`config.mk`:
```
export PLATFORM = sky130hd
export DESIGN_NAME = pwnms_ram
export DESIGN_NICKNAME = d
export VERILOG_FILES = /design/src/design/pwnms_ram.sv
export SDC_FILE = /design/constraint.sdc
export NUM_CORES = 1
export LEC_CHECK = 0
export ABC_AREA = 1
export BUFFER_PORTS_ARGS = -buffer_cell sky130_fd_sc_hd__buf_2
export CELL_PAD_IN_SITES_DETAIL_PLACEMENT = 0
export CELL_PAD_IN_SITES_GLOBAL_PLACEMENT = 1
export CORE_AREA = 2 2 109 111
export CTS_CLUSTER_DIAMETER = 40
export CTS_CLUSTER_SIZE = 24
export DETAILED_ROUTE_END_ITERATION = 6
export DIE_AREA = 0 0 111 113
export GPL_ROUTABILITY_DRIVEN = 1
export PLACE_DENSITY_LB_ADDON = 0.1
export SETUP_SLACK_MARGIN = 0.4
export SKIP_LAST_GASP = 1
export SLEW_MARGIN = 25
export SYNTH_ARGS = -nofsm -noshare
export SYNTH_HDL_FRONTEND = slang
export SYNTH_SLANG_ARGS = --single-unit
export TNS_END_PERCENT = 100
```
`constraint.sdc`:
```
create_clock -name i_clk -period 2.1 [get_ports i_clk]
set_clock_uncertainty 0.15 [all_clocks]
set_input_delay 0.105 -clock i_clk [delete_from_list [all_inputs] [get_ports i_clk]]
set_output_delay 0.105 -clock i_clk [all_outputs]
set_load 0.1 [all_outputs]
```
`src/design/pwnms_ram.sv`:
```
// Generic simple dual-port RAM, one write port, registered read port.
`default_nettype none
module pwnms_ram #(
    parameter int unsigned Width = 8,
    parameter int unsigned Depth = 16
) (
    input  wire logic                     i_clk,
    input  wire logic                     i_we,
    input  wire logic [$clog2(Depth)-1:0] i_waddr,
    input  wire logic [Width-1:0]         i_wdata,
    input  wire logic [$clog2(Depth)-1:0] i_raddr,
    output logic      [Width-1:0]         o_rdata
);
    logic [Width-1:0] r_mem [Depth];

    always_ff @(posedge i_clk) begin
        if (i_we) begin
            r_mem[i_waddr] <= i_wdata;
        end
        o_rdata <= r_mem[i_raddr];
    end
endmodule
`default_nettype wire

```
### After elaboration in Yosys (flattened, before gate mapping)

Memories as Yosys holds them, arrays and structs flattened. A register that Yosys moved wholly into a read port is not among the register bits.
Index checks and enable logic that the tools add are counted.

| cells by class | value |
|---|---|
| mux-type cells | 2 |

Operators by type and width:

| cell | number |
|---|---|
| $mux 1 | 2 |

| word-level totals | value |
|---|---|
| flip-flop bits (word level) | 0 |
| memory bits (writable) | 128 |
| output and inout bits | 8 |
| word-level logic and storage cells | 3 |
| memories kept | 1 |

Memory list:

| memory | depth | width | rd ports | clocked after Yosys merged registers in | write ports | line | RTL |
|---|---|---|---|---|---|---|---|
| r_mem | 16 | 8 | 1 | 1 | 1 | 14 | `logic [Width-1:0] r_mem [Depth];` |

### Logic depth before layout (Yosys ltp)

| depth | value |
|---|---|
| depth after elaboration | 2 |
| depth in mapped cells | 8 |

### Worst setup path before layout

OpenSTA, ideal clock, no wires.

| timing path | value |
|---|---|
| path kind | input to register |
| start point | input port i_waddr[2] |
| end point | memory r_mem[10][0] (enable) |
| library setup time | 0.370 ns |
| arrival time | 0.686 ns |
| required time | 1.580 ns |
| slack | 0.894 ns |
| cell stages on the path | 2 |
| path through | nand3b_1 -> nor2_1 |

RTL lines:

| element | line | RTL |
|---|---|---|
| start, declared | 9 | `input wire logic [$clog2(Depth)-1:0] i_waddr,` |
| end, declared | 14 |  |

No word-level cell before the write port.

### Final worst setup path

| timing path | value |
|---|---|
| start point | register o_rdata[1], read port of r_mem |
| end point | output port o_rdata[1] |

RTL lines:

| element | line | RTL |
|---|---|---|
| start, declared | 12 | `output logic [Width-1:0] o_rdata` |

No word-level cell between the ends.

==> metrics.txt <==
adder-cell share of the synthesized area 0%; top post-synthesis cells by count 173 x nand2_1, 128 x edfxtp_1, 100 x inv_1; Yosys cell types 12; TritonCTS buffer count 17; Async S/R FF share, synth 0%; mux contribution to synthesized area 0%; placed instance area slightly above 6000 um^2; total power approximately 6.7 mW; H-tree levels 4; number of global-route vias before repair 3706; Synthesized Nets 569; Critical Path RT 1.85 ns; Final HPWL DP 7.88 mm; Synth Warn # 0; post-synthesis sequential area ratio a little over two thirds; Synth area leader edfxtp_1; crit path max fanout 1; Core Util, Final between 50 and 60%; final hold slack between 0.02 and 0.025 ns; family with the most delay on the worst path buffers and inverters; Slew Limit Headroom between 50% and 60%; CP endpoint kind output pin; setup ws final between 0.6 and 0.7 ns; number of synthesized register bits 136; total negative setup slack 0 ns; Max Root-Sink Buffers 2; Sink Count between 100 and 150; Routed WL about 13 mm; share of the synthesized area in the top cell type roughly two thirds; DR iter-0 viols 282; WL/cell 17.3 um; Power Density 987 nW/um^2; die height about 110 um; PortBufs 25; Avg Cell Area, Syn approximately 10 um^2; Post-Syn Instances about 550; TritonCTS clock tree built; Crit path arrival time 1.21 ns; pre-CTS setup slack between 0.3 and 0.4 ns; setup violators final 0; CTS clk-pin slew, worst paths ~0.060 ns; Fill cells between 900 and 1000; VDD IR-drop max roughly 530 uV; Starting Density approximately 50%; first-pass GRT wire length about 21 mm; Synth Area in Simple Gates about a fifth; number of diodes 0; post-synthesis compound-gate area fraction 0%; hold wc startpoint i_wdata[7]; Residual DRC 0; unrepaired setup endpoints after global routing false; Post-Layout Cell Count 751; CP cell instances buf_2; die area between 10000 and 15000 um^2; WS Path Type flop to output pin; row count 39; most common cell in the netlist nand2_1; max-slew violations 0; area of the core approximately 11000 um^2; post-route minimum period about 1.5 ns; Hold Path Class primary input to flop; area grow syn2layout 17.0%; worst setup path startpoint o_rdata[1]$_DFF_P_; Setup crit start kind flop; Final period util 69.7%; initial antenna violation count 0; post-route cell area 6750 um^2; fmax between 600 and 700 MHz; Largest stage delay, worst path roughly 0.44 ns; Post-Synth XOR/XNOR Area 0%; cell with the largest stage delay on the worst path buf_2; Vias/cell around 5; RePlAce Congestion roughly 0.75; placed cell count ~700; Layout Nets approximately 610; largest net degree at the start of global routing 65; Synth Cell Area 5770 um^2; main area contributors after synthesis edfxtp_1 67%, nand2_1 11%, nand3_1 8.4%; number of synthesized flops with an enable pin between 100 and 150; Final Hold Vio Count 0; final global-route overflow total 0; worst slew pin tran about 0.74 ns; FF-to-FF setup slack a little over 0.8 ns; Critical R2R Launch r_mem[3][7]$_DFFE_PP_; Clock Latency Late Sink slightly above 0.4 ns; Total GRT Usage 22.3%; Vias 3741; leak pwr 2.94 nW; Max Cap Viol 0; Critical path buffers and inverters 1; most common flop cell mapped by yosys edfxtp_1; I/O pins 26; fraction of layout cells with a size suffix above 1 approximately 12%; root buffer cell clkbuf_16; Antenna Violating Nets Remaining 0; status finished clean; largest family of logic cells by synthesized area simple AND/OR/NAND/NOR gates; number of post-CTS setup repair buffers 0; die width about 110 um; drt pass-1 iters 4
routing by layer:
metal	track usage (%)	routed length, um	vias up
li1	-	-	1864
met1	32.2	6040	1792
met2	34.8	6260	75
met3	4.07	553	10
met4	7.25	162	0
met5	0	0	-
cells by family after synthesis:
kind of cell	after synthesis
AND/OR/NAND/NOR	289
flip-flops	136
buffers and inverters	126
area by class of cell:
type                    count  area [um^2]  area share, %
multi-input cells         289         1210           18.0
repair buffers             49          350           5.19
flip-flops and latches    136         4000           59.4
clock buffers              24          472           6.99
well taps                 143          179           2.65
clock inverters             8          144           2.13
inverters                 102          383           5.68
registers in the layout (all words and copies together) (netlist names):
register / count
o_rdata: 8
r_mem: 128
where the power goes:
| part | switching (mW) | internal, mW | total, mW |
|---|---|---|---|
| clock | 1.05 | 2.05 | 3.10 |
| sequential | 0.0176 | 3.04 | 3.05 |
| combinational | 0.388 | 0.117 | 0.505 |
cell usage in the layout, fill, tap and decap left out, drive strengths merged:
master	netlist	layout
buf	24	41
bufinv	0	4
clkbuf	0	24
clkinv	0	4
dfxtp	8	8
dlygate4sd3	0	8
edfxtp	128	128
inv	102	102
nand2	173	173
nand3	97	97
nand3b	2	2
nor2	17	17
path summary, 6_finish.rpt:
| kind | end | depth (start not counted) |
|---|---|---|
| max | o_rdata[1] | 1 |
| min | r_mem[14][7]$_DFFE_PP_ | 1 |
| min reg2reg | o_rdata[4]$_DFF_P_ | 6 |
| max reg2reg | o_rdata[7]$_DFF_P_ | 6 |
worst reg2reg max path: cells and delay by family (launching register included):
kind          cells  cell delay [ns]
flops             1             0.37
simple gates      5             0.59
buf+inv           1             0.06
what timing repair did:
| action | 4_1_cts | 5_1_grt |
|---|---|---|
| hold buffers | 8 | 0 |
| hold endpoints to repair | 105 | 0 |
| gates resized for setup | 0 | 0 |
(Power assumes the default switching activity.)
