$ cat src/design/pwnms_sqrt.sv
// Iterative saturating integer square root, one result bit per cycle.
`default_nettype none
module pwnms_sqrt (
    input  wire logic        i_clk,
    input  wire logic        i_rst_n,
    input  wire logic        i_start,
    input  wire logic [20:0] i_value,
    output logic             o_done,
    output logic [7:0]       o_root
);
    logic [15:0] r_s;
    logic        r_sat;
    logic [7:0]  r_r;
    logic [7:0]  r_bit;
    logic        r_done;
    logic [7:0]  trial;
    logic [15:0] trial_sq;

    assign trial    = r_r | r_bit;
    assign trial_sq = 16'(trial) * 16'(trial);

    always_ff @(posedge i_clk) begin
        if (!i_rst_n) begin
            r_bit  <= '0;
            r_done <= 1'b0;
        end else begin
            r_done <= 1'b0;
            if (i_start) begin
                r_bit <= 8'h80;
            end else if (|r_bit) begin
                r_bit  <= r_bit >> 1;
                r_done <= r_bit[0];
            end
        end
    end

    always_ff @(posedge i_clk) begin
        if (i_start) begin
            r_s   <= i_value[15:0];
            r_sat <= |i_value[20:16];
            r_r   <= '0;
        end else if ((|r_bit) && (trial_sq <= r_s)) begin
            r_r <= trial;
        end
    end

    assign o_done = r_done;
    assign o_root = r_sat ? 8'hFF : r_r;
endmodule
`default_nettype wire

$ cat config.mk
export PLATFORM = sky130hd
export DESIGN_NAME = pwnms_sqrt
export DESIGN_NICKNAME = d
export VERILOG_FILES = /design/src/design/pwnms_sqrt.sv
export SDC_FILE = /design/constraint.sdc
export NUM_CORES = 1
export LEC_CHECK = 0
export ABC_CLOCK_PERIOD_IN_PS = 11300
export BUFFER_PORTS_ARGS = -buffer_cell sky130_fd_sc_hd__buf_2
export CORE_MARGIN = 1
export CORE_UTILIZATION = 35
export DETAILED_ROUTE_END_ITERATION = 8
export SLEW_MARGIN = 5
export SYNTH_ARGS = -nofsm -noshare
export SYNTH_HDL_FRONTEND = slang
export SYNTH_SLANG_ARGS = --single-unit
export TNS_END_PERCENT = 100
$ cat constraint.sdc
create_clock -name i_clk -period 11.3 [get_ports i_clk]
set_input_delay 0.565 -clock i_clk [delete_from_list [all_inputs] [get_ports i_clk]]
set_output_delay 0.565 -clock i_clk [all_outputs]
set_load 0.01 [all_outputs]
Yosys cells after proc, flatten, opt, wreduce, memory -nomap -nowiden
Cells that the tools add are included.

word-level totals
  output and inout port bits = 9
  input bits = 24
  bits in registers = 34

operators by class
  multipliers = 1
  order comparisons = 1
  reductions and logical operators = 6
  bitwise gates (word level) = 3
  multiplexer cells = 3

operator list
  kind                             number
  two-way mux 8 bit                3
  less-or-equal comparator 16 bit  1
  multiplier 8 x 8 -> 16 bit       1
  bitwise OR 8 bit                 1
  OR reduction 8 bit               1
  OR reduction 5 bit               1
  OR reduction 3 bit               1
  NOT 1 bit                        2
  nonzero test 2 bit               1
  OR reduction 2 bit               1
  logical AND 1 bit                1

Longest topological paths before layout
Gate-level depths: netlist of run 1.

  depth in word-level cells = 4
  depth in mapped cells = 22

Worst setup path after synthesis of run 1
No wires, ideal clock.

  path kind = flip-flop to flip-flop
  start = register r_r[5]
  end = register r_r[0]
  data arrival time = 5262 ps
  stages on the path, launching flop included = 23
  path buffers = 0
  slack = 5952 ps
  cells stage by stage = dfxtp_1 -> nor2_1 -> inv_1 -> nand2_1 -> inv_1 -> fa_1 -> fa_1 -> inv_1 -> fa_1 -> fa_1 -> inv_1 -> ha_1 -> o21a_1 -> o2111a_1 -> o31ai_1 -> a21oi_1 -> xor2_1 -> ha_1 -> nand4_1 -> inv_1 -> a221oi_1 -> a21oi_2 -> a211oi_1

between the ends
  longest elaborated chain between the ends = 4

ends and longest elaborated chain
  element                          line  RTL
  start, declared                  13    logic [7:0] r_r;
  start signal, assigned           43    r_r <= trial;
  bitwise OR 8 bit                 19    assign trial = r_r | r_bit;
  named net trial[5]               16    logic [7:0] trial;
  multiplier 8 x 8 -> 16 bit       20    assign trial_sq = 16'(trial) * 16'(trial);
  less-or-equal comparator 16 bit  42    end else if ((|r_bit) && (trial_sq <= r_s)) begin
  logical AND 1 bit                42

The timed path passes the listed nets, and every way through them passes these cells.
A chain may end at the register's enable or synchronous reset.

Worst setup path after layout of run 1
  start = register r_r[5]
  end = register r_r[7]

The elaborated chain is that of the path after synthesis.

==> metrics.yaml, run 1 <==
layout:
  nets: 454
  num_antenna_cells: 0
  area_growth_syn_to_layout_pct: 12.5
  final_cells: 469
  fillCellCount: 825
  final_util: 0.412
  drive_gt1_frac: 0.140
  final_area_sq_um: 3420
global_routing:
  grtUsageTotal: 0.146
  grt-ovfl-total: 0
  grt_max_degree: 28
  grt_pass1_wl_microns: 9980
  first_global_vias: 2208
  antenna_found_initial: 0
timing:
  worst_pin_slew_ns: 0.684
  fin_setup_tns_ns: 0
  finClkSkew_ns: 0.00902
  rsz0062_at_grt: "no"
  finalHoldViolCount: 0
  period_minus_slack_ns: 6.09
  min_period_over_period: 0.539
  drv_slew: 0
  slew_headroom: 0.543
  setup_viol: 0
  fmax_mhz: 164
  holdWs_ns: 0.440
  layout_setup_ws_ns: 5.21
detailed_routing:
  drc_errors: 0
  drt_pre_antenna_iters: 4
  finalWirelength_microns: 5820
  wl_per_cell_microns: 12.4
  drt-initial-drc-count: 79
  postRouteAntennaNets: 0
  via_count: 2260
  viasPerCell: 4.82
cts:
  cts.clk_slew.worst_paths_ns: 0.07
  cts_root_buf: "clkbuf_8"
  clk_latency_ns: 0.29
  clock_sinks: 34
  cts_setup_buffers: 0
  htree_levels: 2
  ctsHoldBuffers: 0
  cts.path.max_buffers: 2
  tritoncts: "done"
  cts_buffers: 5
  cts_resized: 0
run_status:
  run_status: "finished clean"
worst_hold_path:
  holdPathEnd: "r_s[0]$_DFFE_PP_"
  hold_path_startpoint: "i_value[0]"
  hold_class: "primary input to register"
  holdPathStages: 1
synthesis:
  synthArstFlopShare: 0
  synth-main-ff-cell: "edfxtp_1"
  ys_top_cells_by_area: "ha_1, edfxtp_1, fa_1, dfxtp_1, inv_1"
  synth-edff-count: 17
  ys_warn_count: 0
  syn_area_sq_um: 3040
  yosysTopAreaCell: "ha_1"
  synthCells: 325
  ys_types: 39
  syn_area_per_cell_sq_um: 9.37
  synthTopCellsByCount: "inv_1, ha_1, nor2_1"
  ys_seq_area_frac: 0.279
  synth.top_cell.area_share: 0.173
  syn_nets: 416
  ys_seq_elements: 34
  synth_most_common_cell: "inv_1"
worst_setup_path:
  r2r_start: "r_r[5]$_SDFFE_PP0P_"
  endpoint_kind: "register"
  rr_endpoint: "r_r[7]$_SDFFE_PP0P_"
  startpoint_type: "register"
  reg2reg_slack_ns: 5.21
  path_class: "register to register"
  crit_required_ns: 11.50
  reg2regPathDepth: 22
  worstPathArrival_ns: 6.29
  path_max_fanout: 8
floorplanning:
  die_area_sq_um: 9070
  start_util: 0.367
  die_y_microns: 95.3
  rows: 33
  ios: 33
  core_sq_um: 8300
  fp.dieW_microns: 95.3
placement:
  place_congestion: 0.799
  dpl_cell_area_sq_um: 3330
  port_buffers: 32
  hpwl_microns: 4770
  dp.cells: 461
  pre_cts_slack_ns: 5.22
power:
  swShare: 0.245
  comb_power_share: 0.114
  p_leak_nw: 1.74
  peakVddDrop_mv: 0.0412
  p_int_mw: 0.198
  pwr-share-seq: 0.527
  clkPwrFrac: 0.359
  switchingPower_mw: 0.0642
  power.total_mw: 0.262
  powerDensity_nw_per_um2: 76.5
job:
  cap_violations: 0
[power groups by stage]
stage / clock, mW / sequential (mW) / combinational, mW
2_1_floorplan: 0 / 0.140 / 0.0184
3_3_place_gp: 0 / 0.141 / 0.0291
3_5_place_dp: 0 / 0.141 / 0.0300
4_1_cts: 0.0958 / 0.138 / 0.0303
5_1_grt: 0.102 / 0.139 / 0.0342
6_report: 0.0941 / 0.138 / 0.0297
[worst max path at each step]
| stage | end | startpoint | cells past startpoint |
|---|---|---|---|
| after floorplan | r_r[0]$_SDFFE_PP0P_ | r_r[5]$_SDFFE_PP0P_ | 22 |
| after detailed placement | r_r[6]$_SDFFE_PP0P_ | r_r[5]$_SDFFE_PP0P_ | 22 |
| after global placement | r_r[3]$_SDFFE_PP0P_ | r_r[5]$_SDFFE_PP0P_ | 21 |
| final | r_r[7]$_SDFFE_PP0P_ | r_r[5]$_SDFFE_PP0P_ | 22 |
| after CTS | r_r[6]$_SDFFE_PP0P_ | r_r[5]$_SDFFE_PP0P_ | 22 |
| after global routing | r_r[5]$_SDFFE_PP0P_ | r_r[5]$_SDFFE_PP0P_ | 21 |
[cell type report]
class | count | area [sq um] | area share
well taps | 105 | 131 | 0.0384
clock inverters | 1 | 5.00 | 0.00146
clock buffers | 7 | 86.3 | 0.0252
flip-flops and latches | 34 | 851 | 0.249
inverters | 68 | 255 | 0.0746
repair buffers | 32 | 160 | 0.0468
multi-input cells | 222 | 1930 | 0.565
[cell usage in the layout (no fill, tap or decap), types with 2 or more instances in the layout]
cell	instances
conb_1	2
nor3_1	3
edfxtp_1	17
ha_1	42
clkbuf_8	6
inv_1	68
o22ai_1	3
o31a_1	2
nand2_1	10
a21o_1	2
buf_2	32
xor2_1	6
or2_1	2
nor2_1	39
or2_2	8
a21oi_1	13
o21a_1	4
nor2b_1	3
a211oi_1	10
and2_1	9
nand4_1	3
nor4_1	2
nand3_1	2
xnor2_1	8
dfxtp_1	17
fa_1	25
o21ai_0	11
[critical path, cell delays in order, from the launching register on]
cell	delay (ns)
dfxtp_1	0.32
nor2_1	0.49
inv_1	0.26
nand2_1	0.16
inv_1	0.07
fa_1	0.48
fa_1	0.55
inv_1	0.05
fa_1	0.50
fa_1	0.54
inv_1	0.04
ha_1	0.33
o21a_1	0.22
o2111a_1	0.24
o31ai_1	0.09
a21oi_1	0.13
xor2_1	0.18
ha_1	0.30
nand4_1	0.16
inv_1	0.06
a221oi_1	0.35
a21oi_2	0.20
a211oi_1	0.28
[registers in the layout (all words and copies together) (netlist names)]
name    cells
o_done      1
r_sat       1
r_s        16
r_r         8
r_bit       8
[metal layers]
| metal | up-vias | GRT usage | share of wire |
|---|---|---|---|
| met5 | - | 0 | 0 |
| met4 | 0 | 0.0581 | 0.019 |
| met3 | 8 | 0.0255 | 0.029 |
| met2 | 27 | 0.245 | 0.50 |
| met1 | 1082 | 0.186 | 0.46 |
| li1 | 1143 | - | - |
[logic make-up (layout without fill, tap and decap cells)]
family                   after synthesis  count (layout)  synth area share
adder cells (fa/ha/maj)               67              67             0.337
buffers and inverters                 69             108            0.0851
AO/OA/AOI/OAI                         53              53             0.116
flip-flops                            34              34             0.279
XOR/XNOR                              14              14            0.0403
AND/OR/NAND/NOR                       86              86             0.139
other                                  2               2           0.00247
Power figures use the tool's default switching activity.
==> inputs of run 2 (changes only) <==
ABC_CLOCK_PERIOD_IN_PS = 6000   (was 11300)
clock period = 6 ns   (was 11.3 ns; I/O delays follow)
==> run 2 against run 1 <==
- register-to-register slack got worse by 4.8 ns
- wire length rose by 0.24%
- utilization rose by 0.66 points
- hold slack got worse by 0.26 ns
- first-iteration DRC count fell by 5.1%
- total power rose by 89%
- clock power rose by 86%
- maximum frequency rose by 8.9%
- sequential share of layout area fell by 0.39 points
- critical endpoint unchanged
- largest cell class unchanged
==> metrics.yaml, run 2 (synthesis gave the netlist of run 1 again) <==
run_status:
  run_status: "finished clean"  # unchanged
floorplanning:
  die_y_microns: 95.3  # unchanged
  ios: 33  # unchanged
  die_area_sq_um: 9070  # unchanged
  core_sq_um: 8300  # unchanged
  start_util: 0.367  # unchanged
  rows: 33  # unchanged
  fp.dieW_microns: 95.3  # unchanged
worst_setup_path:
  endpoint_kind: "register"  # unchanged
  crit_required_ns: 6.14  # was 11.50 ns
  r2r_start: "r_r[5]$_SDFFE_PP0P_"  # unchanged
  path_max_fanout: 8  # unchanged
  setup.worst_path.start: "r_r[5]$_SDFFE_PP0P_"  # unchanged
  path_class: "register to register"  # unchanged
  worstPathArrival_ns: 5.73  # was 6.29 ns
  startpoint_type: "register"  # unchanged
worst_hold_path:
  hold_path_startpoint: "i_value[3]"  # was i_value[0]
  hold_class: "primary input to register"  # unchanged
cts:
  ctsHoldBuffers: 0  # unchanged
  tritoncts: "done"  # unchanged
  htree_levels: 2  # unchanged
  clk_latency_ns: 0.28  # was 0.29 ns
  cts.path.max_buffers: 2  # unchanged
  cts_setup_buffers: 0  # unchanged
  cts.clk_slew.worst_paths_ns: 0.07  # about the same
  cts_buffers: 5  # unchanged
  cts_resized: 0  # unchanged
  cts_root_buf: "clkbuf_8"  # unchanged
  clock_sinks: 34  # unchanged
global_routing:
  grt_pass1_wl_microns: 9870  # was 9980 microns
  grtUsageTotal: 0.143  # was 0.146
  grt_max_degree: 28  # unchanged
  antenna_found_initial: 0  # unchanged
  grt-ovfl-total: 0  # unchanged
  first_global_vias: 2167  # was 2208
detailed_routing:
  drc_errors: 0  # unchanged
  via_count: 2320  # was 2260
  postRouteAntennaNets: 0  # unchanged
  finalWirelength_microns: 5840  # was 5820 microns
  drt-initial-drc-count: 75  # was 79
  wl_per_cell_microns: 12.3  # was 12.4 microns
  viasPerCell: 4.87  # was 4.82
  drt_pre_antenna_iters: 4  # unchanged
placement:
  dp.cells: 468  # was 461
  port_buffers: 32  # unchanged
  place_congestion: 0.753  # was 0.799
  dpl_cell_area_sq_um: 3380  # was 3330 sq um
  hpwl_microns: 4900  # was 4770 microns
timing:
  slew_headroom: 0.601  # was 0.543
  rsz0062_at_grt: "no"  # unchanged
  finalHoldViolCount: 0  # unchanged
  finClkSkew_ns: 0.00505  # was 0.00902 ns
  holdWs_ns: 0.184  # was 0.440 ns
  period_minus_slack_ns: 5.59  # was 6.09 ns
  min_period_over_period: 0.931  # was 0.539
  drv_slew: 0  # unchanged
  setup_viol: 0  # unchanged
  fin_setup_tns_ns: 0  # unchanged
  fmax_mhz: 179  # was 164 MHz
  worst_pin_slew_ns: 0.599  # was 0.684 ns
layout:
  fillCellCount: 827  # was 825
  final_cells: 476  # was 469
  final_area_sq_um: 3480  # was 3420 sq um
  final_common_cell: "inv_1"  # unchanged
  area_growth_syn_to_layout_pct: 14.3  # was 12.5%
  multi_input_area_sq_um: 1940  # was 1930 sq um
  top_regs: "r_s: 16 flops, r_bit: 8 flops, r_r: 8 flops"  # unchanged
  largest-register: "r_s"  # unchanged
  largest_reg_flops: 16  # unchanged
  num_antenna_cells: 0  # unchanged
  regArea_sq_um: 851  # unchanged
  layout_common_cells: "inv_1, ha_1, nor2_1"  # unchanged
  drive_gt1_frac: 0.159  # was 0.140
  nets: 461  # was 454
power:
  peakVddDrop_mv: 0.0755  # was 0.0412 mV
  p_leak_nw: 1.77  # was 1.74 nW
  powerDensity_nw_per_um2: 142  # was 76.5 nW/um^2
job:
  cap_violations: 0  # unchanged
-- run 2: changes by cell type in the layout (fill, tap and decap cells not counted), sizes merged --
cell  change
buf       +7
-- run 2: layout make-up --
| class | instances | share of cell area |
|---|---|---|
| flip-flops and latches | 34 | 0.245 |
| clock inverters | 1 | 0.00144 |
| repair buffers | 39 | 0.0612 |
| multi-input cells | 222 | 0.557 |
| well taps | 105 | 0.0378 |
| inverters | 68 | 0.0734 |
| clock buffers | 7 | 0.0248 |
-- run 2: where the power goes --
group / leakage [nW] / total [mW] / switching (mW) / internal, mW
Combinational: 1.41 / 0.0584 / 0.0323 / 0.0261
Sequential: 0.304 / 0.261 / 0.00515 / 0.255
Clock: 0.0482 / 0.175 / 0.0822 / 0.0926
-- run 2: stage by stage --
stage	setup WS, ns	total power, mW	util
after detailed placement	0.321	0.325	0.408
after CTS	0.323	0.501	0.419
final	0.412	0.494	0.419
after floorplan	0.652	0.298	-
after global routing	0.0165	0.519	0.419
after global placement	0.580	0.323	0.408
-- run 2: final timing paths --
kind | endpoint | slack [ns] | cells past startpoint
worst max-delay path | r_r[7]$_SDFFE_PP0P_ | 0.41 | 22
worst min-delay path | r_s[3]$_DFFE_PP_ | 0.18 | 1
worst max register to register | r_r[7]$_SDFFE_PP0P_ | 0.41 | 22
worst min register to register | r_bit[2]$_SDFFE_PP0P_ | 0.46 | 1
-- run 2: critical path, cell delays in order, from the launching register on --
cell      delay (ns)
dfxtp_1         0.35
nor2_1          0.07
inv_1           0.19
o21ai_0         0.17
fa_1            0.51
inv_1           0.07
fa_1            0.52
fa_1            0.55
inv_1           0.05
fa_1            0.53
inv_1           0.04
ha_1            0.35
o21a_1          0.15
o2111a_1        0.23
o31ai_1         0.09
a21oi_1         0.13
xor2_1          0.18
ha_1            0.30
nand4_1         0.16
nor2_1          0.13
o21ai_0         0.11
a21oi_2         0.42
a211oi_1        0.15
-- run 2: layer usage --
metal	track usage	up-vias	part of all wire
li1	-	1154	-
met1	0.187	1136	0.45
met2	0.244	24	0.51
met3	0.0191	6	0.020
met4	0.0404	0	0.012
met5	0	-	0
==> inputs of run 3 (changes only) <==
ABC_CLOCK_PERIOD_IN_PS = 6400   (was 6000)
CORE_UTILIZATION = 25   (was 35)
clock period = 6.4 ns   (was 6 ns; I/O delays follow)
==> run 3 against run 2 <==
- maximum frequency fell by 4.4%
- register-to-register slack improved by 0.14 ns
- setup slack better by 0.14 ns
- cell count is 7.8% higher
- critical endpoint is now r_r[5]$_SDFFE_PP0P_
- highest routed layer unchanged
==> metrics.yaml, run 3 (synthesis gave the netlist of run 1 again) <==
run_status:
  run_status: "finished clean"  # unchanged
detailed_routing:
  via_count: 2284  # was 2320
  viasPerCell: 4.45  # was 4.87
  postRouteAntennaNets: 0  # unchanged
  drt-initial-drc-count: 69  # was 75
  drc_errors: 0  # unchanged
  finalWirelength_microns: 5940  # was 5840 microns
  drt_pre_antenna_iters: 4  # unchanged
  wl_per_cell_microns: 11.6  # was 12.3 microns
layout:
  top_regs: "r_s: 16 flops, r_bit: 8 flops, r_r: 8 flops"  # unchanged
  drive_gt1_frac: 0.154  # was 0.159
  fillCellCount: 1181  # was 827
  area_growth_syn_to_layout_pct: 17.3  # was 14.3%
  regArea_sq_um: 851  # unchanged
  nets: 460  # was 461
  multi_input_area_sq_um: 1930  # was 1940 sq um
  layout_common_cells: "inv_1, ha_1, nor2_1"  # unchanged
  largest-register: "r_s"  # unchanged
  final_common_cell: "inv_1"  # unchanged
  largest_reg_flops: 16  # unchanged
  num_antenna_cells: 0  # unchanged
  final_cells: 513  # was 476
cts:
  clock_sinks: 34  # unchanged
  cts.path.max_buffers: 2  # unchanged
  clk_latency_ns: 0.27  # was 0.28 ns
  ctsHoldBuffers: 0  # unchanged
  tritoncts: "done"  # unchanged
  cts_buffers: 5  # unchanged
  cts_root_buf: "clkbuf_16"  # was clkbuf_8
  cts_setup_buffers: 0  # unchanged
  cts_resized: 0  # unchanged
  htree_levels: 2  # unchanged
  cts.clk_slew.worst_paths_ns: 0.05  # was 0.07 ns
timing:
  fmax_mhz: 171  # was 179 MHz
  fin_setup_tns_ns: 0  # unchanged
  drv_slew: 0  # unchanged
  slew_headroom: 0.616  # was 0.601
  worst_pin_slew_ns: 0.574  # was 0.599 ns
  setup_viol: 0  # unchanged
  holdWs_ns: 0.218  # was 0.184 ns
  rsz0062_at_grt: "no"  # unchanged
  finClkSkew_ns: 0.00453  # was 0.00505 ns
  period_minus_slack_ns: 5.84  # was 5.59 ns
  min_period_over_period: 0.913  # was 0.931
  finalHoldViolCount: 0  # unchanged
worst_hold_path:
  hold_class: "primary input to register"  # unchanged
  hold_path_startpoint: "i_value[13]"  # was i_value[3]
worst_setup_path:
  reg2reg_slack_ns: 0.56  # was 0.41 ns
  r2r_start: "r_bit[3]$_SDFFE_PP0P_"  # was r_r[5]$_SDFFE_PP0P_
  setup.worst_path.start: "r_bit[3]$_SDFFE_PP0P_"  # was r_r[5]$_SDFFE_PP0P_
  crit_required_ns: 6.58  # was 6.14 ns
  slowest_stage: "fa_1"  # unchanged
  crit_chain: "nor2_1 > inv_1 > nand2_1 > inv_1 > fa_1 > fa_1 > inv_1 > fa_1 > fa_1 > inv_1 > ha_1 > o21a_1 > o2111a_1 > o31ai_1 > a21oi_1 > xor2_1 > ha_1 > nand4_1 > inv_1 > a221oi_1 > a21oi_2 > a211oi_1"  # was nor2_1 > inv_1 > o21ai_0 > fa_1 > inv_1 > fa_1 > fa_1 > inv_1 > fa_1 > inv_1 > ha_1 > o21a_1 > o2111a_1 > o31ai_1 > a21oi_1 > xor2_1 > ha_1 > nand4_1 > nor2_1 > o21ai_0 > a21oi_2 > a211oi_1
  endpoint_kind: "register"  # unchanged
  max_stage_delay_ns: 0.54  # was 0.55 ns
  path_class: "register to register"  # unchanged
  crit_family: "adder cells"  # unchanged
  timing.critical_path.buf_inv: 5  # was 4
  startpoint_type: "register"  # unchanged
  path_max_fanout: 8  # unchanged
  worstPathArrival_ns: 6.02  # was 5.73 ns
  crit_path_frequent_cell: "inv_1"
global_routing:
  grt_max_degree: 28  # unchanged
  grt_pass1_wl_microns: 10200  # was 9870 microns
  grt-ovfl-total: 0  # unchanged
  grtUsageTotal: 0.101  # was 0.143
  first_global_vias: 2374  # was 2167
  antenna_found_initial: 0  # unchanged
power:
  peakVddDrop_mv: 0.120  # was 0.0755 mV
  powerDensity_nw_per_um2: 150  # was 142 nW/um^2
  p_leak_nw: 1.79  # was 1.77 nW
floorplanning:
  ios: 33  # unchanged
  die_area_sq_um: 12600  # was 9070 sq um
  start_util: 0.261  # was 0.367
  fp.dieW_microns: 112  # was 95.3 microns
  die_y_microns: 112  # was 95.3 microns
  rows: 39  # was 33
  core_sq_um: 11700  # was 8300 sq um
placement:
  dp.cells: 505  # was 468
  port_buffers: 32  # unchanged
  place_congestion: 0.832  # was 0.753
  hpwl_microns: 4930  # was 4900 microns
job:
  cap_violations: 0  # unchanged
[run 3: cell count changes in the layout (fill, tap and decap cells not counted)]
cell and change:
nor2_2 -1, clkbuf_16 +5, clkbuf_8 -5, buf_4 -1, nor2_1 +1
[run 3: report_power, final]
| group | internal [mW] | total (mW) | switching (mW) |
|---|---|---|---|
| combinational | 0.0243 | 0.0544 | 0.0300 |
| sequential | 0.240 | 0.245 | 0.00474 |
| clock | 0.154 | 0.238 | 0.0839 |
| total | 0.418 | 0.537 | 0.119 |
[run 3: worst paths after layout]
check | cells past startpoint | endpoint
hold reg to reg | 2 | r_r[3]$_SDFFE_PP0P_
setup reg to reg | 22 | r_r[5]$_SDFFE_PP0P_
setup / recovery | 22 | r_r[5]$_SDFFE_PP0P_
hold / removal | 1 | r_s[13]$_DFFE_PP_
[run 3: worst register-to-register path, delay by kind of cell, from the launching register on]
| kind | cells | cell delay, ns |
|---|---|---|
| xor+xnor | 1 | 0.18 |
| compound gates | 7 | 1.47 |
| flops | 1 | 0.31 |
| simple gates | 3 | 0.70 |
| fa+ha+maj | 6 | 2.67 |
| buf+inv | 5 | 0.40 |
[run 3: area by class of cell]
class	count	area share
inverter	68	0.0715
multi-input combinational	222	0.542
clock buffer	7	0.0399
tap	143	0.0501
clock inverter	1	0.00140
timing repair buffer	38	0.0574
sequential	34	0.238
[run 3: through the flow]
| stage | area, sq um | setup WS [ns] | total power [mW] | utilization |
|---|---|---|---|---|
| floorplan | 3040 | 1.05 | 0.280 | - |
| global placement | 3420 | 0.674 | 0.302 | 0.294 |
| detailed placement | 3420 | 0.596 | 0.304 | 0.294 |
| CTS | 3570 | 0.581 | 0.544 | 0.306 |
| global route | 3570 | 0.0928 | 0.562 | 0.306 |
| finish | 3570 | 0.556 | 0.537 | 0.306 |
[run 3: metal layers]
metal,wire length (microns),up-vias,track usage
li1,-,1160,-
met4,77,0,0.0382
met1,2580,1095,0.118
met5,0,-,0
met2,3180,24,0.190
met3,97,5,0.0130
